### src/gdd_pkg.sv
package gdd_pkg;

  localparam logic [2:0] MODE_DAYS    = 3'd0;
  localparam logic [2:0] MODE_WEEKS   = 3'd1;
  localparam logic [2:0] MODE_MONTHS  = 3'd2;
  localparam logic [2:0] MODE_YEARS   = 3'd3;
  localparam logic [2:0] MODE_DECADES = 3'd4;

  localparam int          STEP_W       = 18;
  localparam logic [3:0]  MONTH_JAN    = 4'd1;
  localparam logic [3:0]  MONTH_DEC    = 4'd12;
  localparam logic [4:0]  DAY_FIRST    = 5'd1;
  localparam logic [4:0]  DAY_LAST_DEC = 5'd31;
  localparam logic [4:0]  RES25_MAX    = 5'd24;
  localparam logic [4:0]  RES25_WRAP   = 5'd17;
  localparam logic [4:0]  RES25_NEG    = 5'd11;
  localparam logic [4:0]  RES25_NEGC   = 5'd14;
  localparam logic [11:0] RECIP25      = 12'd2622;
  localparam logic [15:0] YEAR_MIN     = 16'h8000;

  typedef enum logic [1:0] {
    S_IDLE,
    S_PREP,
    S_RUN
  } state_t;

  typedef struct packed {
    logic load;
    logic prep;
    logic step;
    logic finish;
  } cmd_t;

  typedef struct packed {
    logic cnt_zero;
    logic out_free;
  } status_t;

  // res25 is the year modulo 25 as a nonnegative residue
  function automatic logic is_leap(input logic [15:0] year, input logic [4:0] res25);
    is_leap = (year[1:0] == 2'b00) && ((res25 != 5'd0) || (year[3:0] == 4'b0000));
  endfunction

  function automatic logic [4:0] month_len(input logic [3:0] month, input logic leap);
    unique case (month)
      4'd1, 4'd3, 4'd5, 4'd7, 4'd8, 4'd10, 4'd12: month_len = 5'd31;
      4'd4, 4'd6, 4'd9, 4'd11:                   month_len = 5'd30;
      4'd2:                                      month_len = leap ? 5'd29 : 5'd28;
      default:                                   month_len = 5'd0;
    endcase
  endfunction

endpackage

### src/gregorian_date_decrement.sv
// each input word is walked back to its result word in n steps of one day or one month
// n is count (days, months), 7 * count (weeks), 0 (years, decades, unused modes)
// a new word is taken only once the last has left the single day/month step unit
// a finished word waits in the output register while the next word is taken
// reset (rst_n low, synchronous) empties the block and clears out_valid
module gregorian_date_decrement import gdd_pkg::*; (
  input  logic               clk,
  input  logic               rst_n,
  input  logic               in_valid,
  output logic               in_stall,
  input  logic [2:0]         in_mode,
  input  logic [14:0]        in_count,
  input  logic [4:0]         in_day_in,
  input  logic [3:0]         in_month_in,
  input  logic signed [15:0] in_year_in,
  output logic               out_valid,
  input  logic               out_stall,
  output logic [4:0]         out_day_out,
  output logic [3:0]         out_month_out,
  output logic signed [15:0] out_year_out
);

  cmd_t    cmd;
  status_t sts;

  gdd_ctrl u_ctrl (
    .clk      (clk),
    .rst_n    (rst_n),
    .in_valid (in_valid),
    .in_stall (in_stall),
    .sts      (sts),
    .cmd      (cmd)
  );

  gdd_dp u_dp (
    .clk           (clk),
    .rst_n         (rst_n),
    .cmd           (cmd),
    .sts           (sts),
    .in_mode       (in_mode),
    .in_count      (in_count),
    .in_day_in     (in_day_in),
    .in_month_in   (in_month_in),
    .in_year_in    (in_year_in),
    .out_valid     (out_valid),
    .out_stall     (out_stall),
    .out_day_out   (out_day_out),
    .out_month_out (out_month_out),
    .out_year_out  (out_year_out)
  );

endmodule

### src/gdd_ctrl.sv
module gdd_ctrl import gdd_pkg::*; (
  input  logic    clk,
  input  logic    rst_n,
  input  logic    in_valid,
  output logic    in_stall,
  input  status_t sts,
  output cmd_t    cmd
);

  state_t state_r, state_nxt;

  always_ff @(posedge clk) begin
    if (!rst_n) begin
      state_r <= S_IDLE;
    end else begin
      state_r <= state_nxt;
    end
  end

  always_comb begin
    state_nxt = state_r;
    unique case (state_r)
      S_IDLE: begin
        if (in_valid) state_nxt = S_PREP;
      end
      S_PREP: begin
        state_nxt = S_RUN;
      end
      S_RUN: begin
        if (sts.cnt_zero && sts.out_free) state_nxt = S_IDLE;
      end
      default: state_nxt = S_IDLE;
    endcase
  end

  always_comb begin
    cmd      = '0;
    in_stall = 1'b1;
    unique case (state_r)
      S_IDLE: begin
        in_stall = 1'b0;
        cmd.load = in_valid;
      end
      S_PREP: begin
        cmd.prep = 1'b1;
      end
      S_RUN: begin
        cmd.step   = !sts.cnt_zero;
        cmd.finish = sts.cnt_zero && sts.out_free;
      end
      default: begin
        in_stall = 1'b1;
      end
    endcase
  end

endmodule

### src/gdd_dp.sv
module gdd_dp import gdd_pkg::*; (
  input  logic               clk,
  input  logic               rst_n,
  input  cmd_t               cmd,
  output status_t            sts,
  input  logic [2:0]         in_mode,
  input  logic [14:0]        in_count,
  input  logic [4:0]         in_day_in,
  input  logic [3:0]         in_month_in,
  input  logic signed [15:0] in_year_in,
  output logic               out_valid,
  input  logic               out_stall,
  output logic [4:0]         out_day_out,
  output logic [3:0]         out_month_out,
  output logic signed [15:0] out_year_out
);

  logic [4:0]        day_r, day_nxt;
  logic [3:0]        month_r, month_nxt;
  logic [15:0]       year_r, year_nxt;
  logic [2:0]        mode_r, mode_nxt;
  logic [STEP_W-1:0] cnt_r, cnt_nxt;
  logic [4:0]        res_r, res_nxt;
  logic              out_valid_r, out_valid_nxt;
  logic [4:0]        oday_r, oday_nxt;
  logic [3:0]        omonth_r, omonth_nxt;
  logic [15:0]       oyear_r, oyear_nxt;

  logic [STEP_W-1:0] cnt_ext;
  logic [15:0]       cnt16;
  logic [10:0]       fold;
  logic [22:0]       prod;
  logic [6:0]        quo;
  logic [10:0]       quo25;
  logic [4:0]        rem_u;
  logic              leap_now;
  logic [3:0]        month_dec;
  logic [4:0]        len_dec;
  logic [15:0]       year_dec;
  logic [4:0]        res_dec;

  assign cnt_ext  = {3'b000, in_count};
  assign cnt16    = {1'b0, in_count};

  // year mod 25 from the 16-bit pattern: 256 = 6 mod 25, then reciprocal divide
  assign fold     = 11'({3'b000, year_r[15:8]} * 11'd6) + {3'b000, year_r[7:0]};
  assign prod     = {12'd0, fold} * {11'd0, RECIP25};
  assign quo      = prod[22:16];
  assign quo25    = 11'({4'b0000, quo} * 11'd25);
  assign rem_u    = 5'(fold - quo25);

  assign leap_now  = is_leap(year_r, res_r);
  assign month_dec = month_r - 4'd1;
  assign len_dec   = month_len(month_dec, leap_now);
  assign year_dec  = year_r - 16'd1;
  assign res_dec   = (year_r == YEAR_MIN) ? RES25_WRAP :
                     (res_r == 5'd0) ? RES25_MAX : res_r - 5'd1;

  always_comb begin
    day_nxt   = day_r;
    month_nxt = month_r;
    year_nxt  = year_r;
    mode_nxt  = mode_r;
    cnt_nxt   = cnt_r;
    res_nxt   = res_r;
    if (cmd.load) begin
      day_nxt   = in_day_in;
      month_nxt = in_month_in;
      year_nxt  = in_year_in;
      mode_nxt  = in_mode;
      cnt_nxt   = '0;
      case (in_mode)
        MODE_DAYS:    cnt_nxt = cnt_ext;
        MODE_WEEKS:   cnt_nxt = (cnt_ext << 3) - cnt_ext;
        MODE_MONTHS:  cnt_nxt = cnt_ext;
        MODE_YEARS:   year_nxt = in_year_in - cnt16;
        MODE_DECADES: year_nxt = in_year_in - ((cnt16 << 3) + (cnt16 << 1));
        default:      cnt_nxt = '0;
      endcase
    end else if (cmd.prep) begin
      if (year_r[15]) begin
        res_nxt = (rem_u >= RES25_NEG) ? rem_u - RES25_NEG : rem_u + RES25_NEGC;
      end else begin
        res_nxt = rem_u;
      end
    end else if (cmd.step) begin
      cnt_nxt = cnt_r - {{(STEP_W-1){1'b0}}, 1'b1};
      if (mode_r == MODE_MONTHS) begin
        if (month_r == MONTH_JAN) begin
          month_nxt = MONTH_DEC;
          year_nxt  = year_dec;
          res_nxt   = res_dec;
        end else begin
          month_nxt = month_dec;
          if (day_r > len_dec) day_nxt = len_dec;
        end
      end else begin
        if (day_r == DAY_FIRST) begin
          if (month_r == MONTH_JAN) begin
            month_nxt = MONTH_DEC;
            day_nxt   = DAY_LAST_DEC;
            year_nxt  = year_dec;
            res_nxt   = res_dec;
          end else begin
            month_nxt = month_dec;
            day_nxt   = len_dec;
          end
        end else begin
          day_nxt = day_r - 5'd1;
        end
      end
    end
  end

  always_comb begin
    oday_nxt      = oday_r;
    omonth_nxt    = omonth_r;
    oyear_nxt     = oyear_r;
    out_valid_nxt = out_valid_r && out_stall;
    if (cmd.finish) begin
      oday_nxt      = day_r;
      omonth_nxt    = month_r;
      oyear_nxt     = year_r;
      out_valid_nxt = 1'b1;
    end
  end

  always_ff @(posedge clk) begin
    if (!rst_n) begin
      out_valid_r <= 1'b0;
    end else begin
      out_valid_r <= out_valid_nxt;
    end
  end

  always_ff @(posedge clk) begin
    day_r    <= day_nxt;
    month_r  <= month_nxt;
    year_r   <= year_nxt;
    mode_r   <= mode_nxt;
    cnt_r    <= cnt_nxt;
    res_r    <= res_nxt;
    oday_r   <= oday_nxt;
    omonth_r <= omonth_nxt;
    oyear_r  <= oyear_nxt;
  end

  assign sts.cnt_zero = (cnt_r == '0);
  assign sts.out_free = !out_valid_r || !out_stall;

  assign out_valid     = out_valid_r;
  assign out_day_out   = oday_r;
  assign out_month_out = omonth_r;
  assign out_year_out  = oyear_r;

endmodule

### config.mk
export PLATFORM = sky130hd
export DESIGN_NAME = gregorian_date_decrement
export DESIGN_NICKNAME = d
export VERILOG_FILES = /design/src/gdd_pkg.sv /design/src/gregorian_date_decrement.sv /design/src/gdd_ctrl.sv /design/src/gdd_dp.sv
export SDC_FILE = /design/constraint.sdc
export NUM_CORES = 1
export LEC_CHECK = 0
export ABC_AREA = 1
export BUFFER_PORTS_ARGS = -buffer_cell sky130_fd_sc_hd__buf_4
export CORE_ASPECT_RATIO = 0.7
export CORE_UTILIZATION = 61
export CTS_BUF_LIST = sky130_fd_sc_hd__clkbuf_2 sky130_fd_sc_hd__clkbuf_4 sky130_fd_sc_hd__clkbuf_8
export CTS_CLUSTER_DIAMETER = 30
export DETAILED_ROUTE_END_ITERATION = 10
export PLACE_DENSITY = 0.9
export SLEW_MARGIN = 10
export SYNTH_ARGS = -nofsm -noshare
export SYNTH_HDL_FRONTEND = slang
export SYNTH_SLANG_ARGS = --single-unit
### constraint.sdc
create_clock -name clk -period 9.7 [get_ports clk]
set_clock_uncertainty 0.1 [all_clocks]
set_input_delay 1.455 -clock clk [delete_from_list [all_inputs] [get_ports clk]]
set_output_delay 1.455 -clock clk [all_outputs]
set_load 0.005 [all_outputs]
Word-level counts from Yosys, hierarchy flattened
Cells that the tools add are included.
{"block": "op_classes", "add_sub_neg": 13, "n_mul": 3, "order_cmp": 2, "n_eq_ne": 27, "muxes": 44, "bitwise": 1, "n_reduce_logical": 27}
{"op": "16-bit 2-to-1 mux", "count": 6}
{"op": "5-bit 2-to-1 mux", "count": 17}
{"op": "18-bit 2-to-1 mux", "count": 3}
{"op": "18-bit case mux with 2 select lines", "count": 1}
{"op": "16-bit case mux with 2 select lines", "count": 1}
{"op": "4-bit 2-to-1 mux", "count": 6}
{"op": "11-bit by 11-bit multiplier with 22-bit output (second input constant)", "count": 1}
{"op": "4-bit equality test (second input constant)", "count": 5}
{"op": "18-bit zero test", "count": 1}
{"op": "18-bit by 1-bit subtractor with 18-bit output (second input constant)", "count": 1}
{"op": "18-bit by 15-bit subtractor with 18-bit output", "count": 1}
{"op": "16-bit adder", "count": 1}
{"op": "16-bit equality test (second input constant)", "count": 1}
{"op": "4-bit by 3-bit equality test with 1-bit output (second input constant)", "count": 4}
{"op": "16-bit by 1-bit subtractor with 16-bit output (second input constant)", "count": 1}
{"op": "16-bit by 15-bit subtractor with 16-bit output", "count": 1}
{"op": "16-bit subtractor", "count": 1}
{"op": "5-bit case mux with 3 select lines", "count": 1}
{"op": "11-bit by 8-bit adder with 11-bit output", "count": 1}
{"op": "8-bit by 2-bit multiplier with 10-bit output (second input constant)", "count": 1}
{"op": "5-bit by 1-bit subtractor with 5-bit output (second input constant)", "count": 2}
{"op": "3-bit by 2-bit equality test with 1-bit output (second input constant)", "count": 3}
{"op": "4-bit by 1-bit equality test with 1-bit output (second input constant)", "count": 2}
{"op": "4-bit by 2-bit equality test with 1-bit output (second input constant)", "count": 2}
{"op": "35 further kinds", "count": 53}
{"block": "word_totals", "regBits": 79, "in_bits": 47, "output_inout_bits": 27}

Longest topological paths before layout
{"block": "logic_depth", "word_depth": 12, "ltp_mapped": 56}

Hierarchy
Synthesis repeated with hierarchy kept, for this count alone.
{"block": "hier_totals", "cells_unflattened": 1394, "hier_area_um2": 10644.0}
{"mod": "gdd_dp", "instances": 1, "cells_per_inst": 1376, "area_per_inst_um2": 10517.6, "seq_area_each_um2": 2302.2}
{"mod": "gdd_ctrl", "instances": 1, "cells_per_inst": 18, "area_per_inst_um2": 126.4, "seq_area_each_um2": 40.0}

Least setup slack after synthesis
No wires, ideal clock.
{"block": "synth_timing", "path_type": "flip-flop to flip-flop", "startpoint": "register u_dp.year_r[8]", "endpoint": "register u_dp.res_r[0] (data pin)", "setup_time_ns": 0.254, "t_arrival_ns": 8.152, "required_time_ns": 9.346, "path_slack_ns": 1.194, "path_stages_with_launch": 52, "path_buffers": 0, "period_less_slack_ns": 8.506, "cell_sequence": "edfxtp_1 > ha_1 > inv_1 > fa_1 > inv_1 > ha_1 > a21oi_1 > nand2_1 > nand2_1 > nand2_1 > a21oi_1 > inv_1 > a21oi_1 > o21ai_1 > or2_2 > nand2_2 > xor2_1 > inv_1 > (+16 left out) > nand2_1 > a21oi_1 > xnor2_1 > ha_1 > ha_1 > inv_1 > ha_1 > nand2_1 > o21ai_0 > xor2_1 > nand3_1 > nand3_1 > nand2_2 > nand2_4 > nand2_1 > nand2_1 > nand2_1 > a21o_1"}
{"block": "synth_between", "elab_chain_len": 9}
{"item": "start, declared", "line": "gdd_dp.sv:20", "rtl": "logic [15:0] year_r, year_nxt;"}
{"item": "start signal, assigned", "line": "gdd_dp.sv:139", "rtl": "year_r <= year_nxt;"}
{"item": "8-bit by 2-bit multiplier with 10-bit output", "line": "gdd_dp.sv:46", "rtl": "assign fold = 11'({3'b000, year_r[15:8]} * 11'd6) + {3'b000, year_r[7:0]};"}
{"item": "11-bit by 8-bit adder with 11-bit output", "line": "gdd_dp.sv:46"}
{"item": "11-bit by 11-bit multiplier with 22-bit output", "line": "gdd_dp.sv:47", "rtl": "assign prod = {12'd0, fold} * {11'd0, RECIP25};"}
{"item": "7-bit by 5-bit multiplier with 5-bit output", "line": "gdd_dp.sv:49", "rtl": "assign quo25 = 11'({4'b0000, quo} * 11'd25);"}
{"item": "5-bit subtractor", "line": "gdd_dp.sv:50", "rtl": "assign rem_u = 5'(fold - quo25);"}
{"item": "5-bit by 4-bit adder with 5-bit output (tied with other cells)", "line": "gdd_dp.sv:82", "rtl": "res_nxt = (rem_u >= RES25_NEG) ? rem_u - RES25_NEG : rem_u + RES25_NEGC;"}
{"item": "5-bit 2-to-1 mux", "line": "gdd_dp.sv:82"}
{"item": "5-bit 2-to-1 mux", "line": "gdd_dp.sv:81", "rtl": "if (year_r[15]) begin"}
{"item": "5-bit 2-to-1 mux (*)", "line": "gdd_dp.sv:80", "rtl": "end else if (cmd.prep) begin"}
{"item": "end signal, assigned", "line": "gdd_dp.sv:142", "rtl": "res_r <= res_nxt;"}
{"item": "end, declared", "line": "gdd_dp.sv:23", "rtl": "logic [4:0] res_r, res_nxt;"}
Mark *: on every way between the ends. The rest lies on a longest branch, timed or not. The select of a mux whose other input is x is not followed.
A chain may end at the register's enable or synchronous reset.

Worst setup path after layout
Ends and elaborated chain as after synthesis.

==> flow_summary.json <==
{
  "final_cell_mix": "292 x nand2_1, 246 x inv_1, 172 x ha_1, 96 x nor2_1, 93 x a21oi_1",
  "slowest_stage": "fa_1",
  "min_period_ns": 9.147,
  "cts_buffers": 9,
  "slowest_delay_ns": 0.57,
  "fmax_ghz": 0.1093,
  "setup_viol": 0,
  "gp_congestion": 0.9774,
  "use_met3": 0.07318,
  "grtUsageMet2": 0.4754,
  "instances_no_fill": 1687,
  "critPathMaxFanout": 7,
  "area_growth_pct": 10.34,
  "num-nets-final": 1722,
  "io_buffer_count": 73,
  "overflow": 0,
  "coreArea_um2": 16540,
  "worst_slack_ns": 0.5525,
  "ctsRootBufferMaster": "clkbuf_8",
  "clk_latency_ns": 0.36,
  "worst_pin_slew_ns": 1.105,
  "synth.net_count": 1640,
  "final_common_cell": "nand2_1",
  "grt_pass1_wl_um": 43280,
  "cts_tree": "yes",
  "syn_inst": 1375,
  "vias": 9613,
  "maxCapViolCount": 0,
  "worstSetupEndpointType": "register",
  "cts.clk_slew.worst_paths_ns": 0.08,
  "worstSetupStartpointType": "register",
  "grt_pass1_vias": 8892,
  "die_y_um": 111.6,
  "synthArstFlopShare": 0,
  "busiest_layer": "met2",
  "yosys-top-cells-area": "edfxtp_1 22%, ha_1 21%, nand2_1 11%",
  "grt.total_usage": 0.3105,
  "synth_area_um2": 10470,
  "slew_headroom": 0.2605,
  "path_class": "reg2reg",
  "wl_per_cell_um": 15.84,
  "rows": 39,
  "pre_cts_ws_ns": 0.5163,
  "synth_edf_count": 76,
  "dpl.cell_count": 1666,
  "yosys.area.top_type": "edfxtp_1",
  "ys_ff_latch": 79,
  "diodes": 0,
  "pin_count": 74,
  "drtIter0Drc": 992,
  "cts.sinks": 79,
  "synth_top_area_share": 0.2179,
  "synth_ff_type": "edfxtp_1",
  "dieWidth_um": 158.6,
  "final_hold_viol_count": 0,
  "arrival_ns": 9.16,
  "postCtsHoldBufs": 0,
  "syn_avg_cell_area_um2": 7.617,
  "cp_common_cell": "nand2_1",
  "seq_area_frac_synth": 0.2236,
  "setup_tns_ns": 0,
  "wl_um": 26720,
  "post-route-period-util": 0.9430,
  "dp_hpwl_um": 21080,
  "drv_slew": 0,
  "die-area_um2": 17710,
  "hold_path.class": "reg2reg",
  "synth_warnings": 0,
  "use_met1": 0.4425,
  "drc": 0,
  "ant_nets": 0,
  "outcome": "complete, no violations",
  "grt_max_degree": 47,
  "start_util": 0.6332,
  "viasPerCell": 5.698,
  "firstDrtPassIters": 8,
  "antenna_found_initial": 0,
  "required_ns": 9.71,
  "cts_max_path_buffers": 2,
  "h-tree-depth": 3,
  "drive_above_1_share": 0.1019,
  "yosysUniqueCellTypes": 51
}
==> worst max-delay path: cells and delay by family (launching register included) <==
kind,cells,cell delay [ns]
adder cells (fa/ha/maj),12,4.28
flip-flops,1,0.44
AO/OA/AOI/OAI,8,1.31
XOR/XNOR,4,0.95
buffers and inverters,8,0.70
AND/OR/NAND/NOR,15,1.13
==> layout make-up <==
| cell class | count | area [um2] |
|---|---|---|
| fill | 1256 | 4985 |
| tap | 225 | 281.5 |
| sequential | 79 | 2342 |
| timing repair buffer | 86 | 645.6 |
| inverter | 251 | 942.2 |
| clock buffer | 12 | 146.4 |
| clock inverter | 4 | 48.80 |
| multi-input combinational | 1030 | 7151 |
==> cell families after synthesis <==
group | synth area share
AND/OR/NAND/NOR | 0.2199
AO/OA/AOI/OAI | 0.1260
adder cells (fa/ha/maj) | 0.2934
flip-flops | 0.2236
XOR/XNOR | 0.04097
buffers and inverters | 0.09605
==> worst paths after layout <==
kind	start	end	slack, ns	cells after the start
max	u_dp.year_r[8]	u_dp.res_r[0]	0.55	47
max reg2reg	u_dp.year_r[8]	u_dp.res_r[0]	0.55	47
min	u_dp.day_r[4]	u_dp.out_day_out[4]	0.43	0
min reg2reg	u_dp.day_r[4]	u_dp.out_day_out[4]	0.43	0
==> stage by stage <==
step,area (um2),hold slack [ns],utilization
floorplan,10470,0.3515,-
global placement,11300,0.4112,0.6832
detailed placement,11300,0.4079,0.6832
CTS,11500,0.4209,0.6950
global route,11560,0.4369,0.6987
finish,11560,0.4310,0.6987
==> repair_timing <==
action	4_1_cts	5_1_grt
setup endpoints to repair	0	5
gates resized for setup	0	5
buffers inserted	0	5
==> cells in the mapped netlist, drive strengths merged (3+ instances only) <==
library cell,n
a211oi,6
a21o,4
a21oi,96
a31oi,7
clkbuf,13
dfxtp,3
edfxtp,76
fa,46
ha,172
inv,251
nand2,309
nand3,65
nand3b,5
nand4,17
nor2,98
nor3,17
nor3b,3
nor4,3
o211ai,6
o21a,6
o21ai,64
o21bai,10
o221ai,3
o22ai,16
o31ai,3
or2,13
xnor2,22
xor2,27
==> per-layer routing <==
| metal | vias to the layer above | wire (um) |
|---|---|---|
| li1 | 4717 | - |
| met1 | 4324 | 11710 |
| met2 | 522 | 11670 |
| met3 | 50 | 2908 |
| met4 | 0 | 441 |
| met5 | - | 0 |
==> flip-flops by register name (all words and copies together), names as in the netlist <==
name,flops
u_ctrl.state_r,2
u_dp.cnt_r,18
u_dp.day_r,5
u_dp.mode_r,3
u_dp.month_r,4
u_dp.out_day_out,5
u_dp.out_month_out,4
u_dp.out_valid,1
u_dp.out_year_out,16
u_dp.res_r,5
u_dp.year_r,16
Power is left out: the tool's default activity adds up to more than one toggle a clock period on the data nets, which glitch-free logic cannot reach.
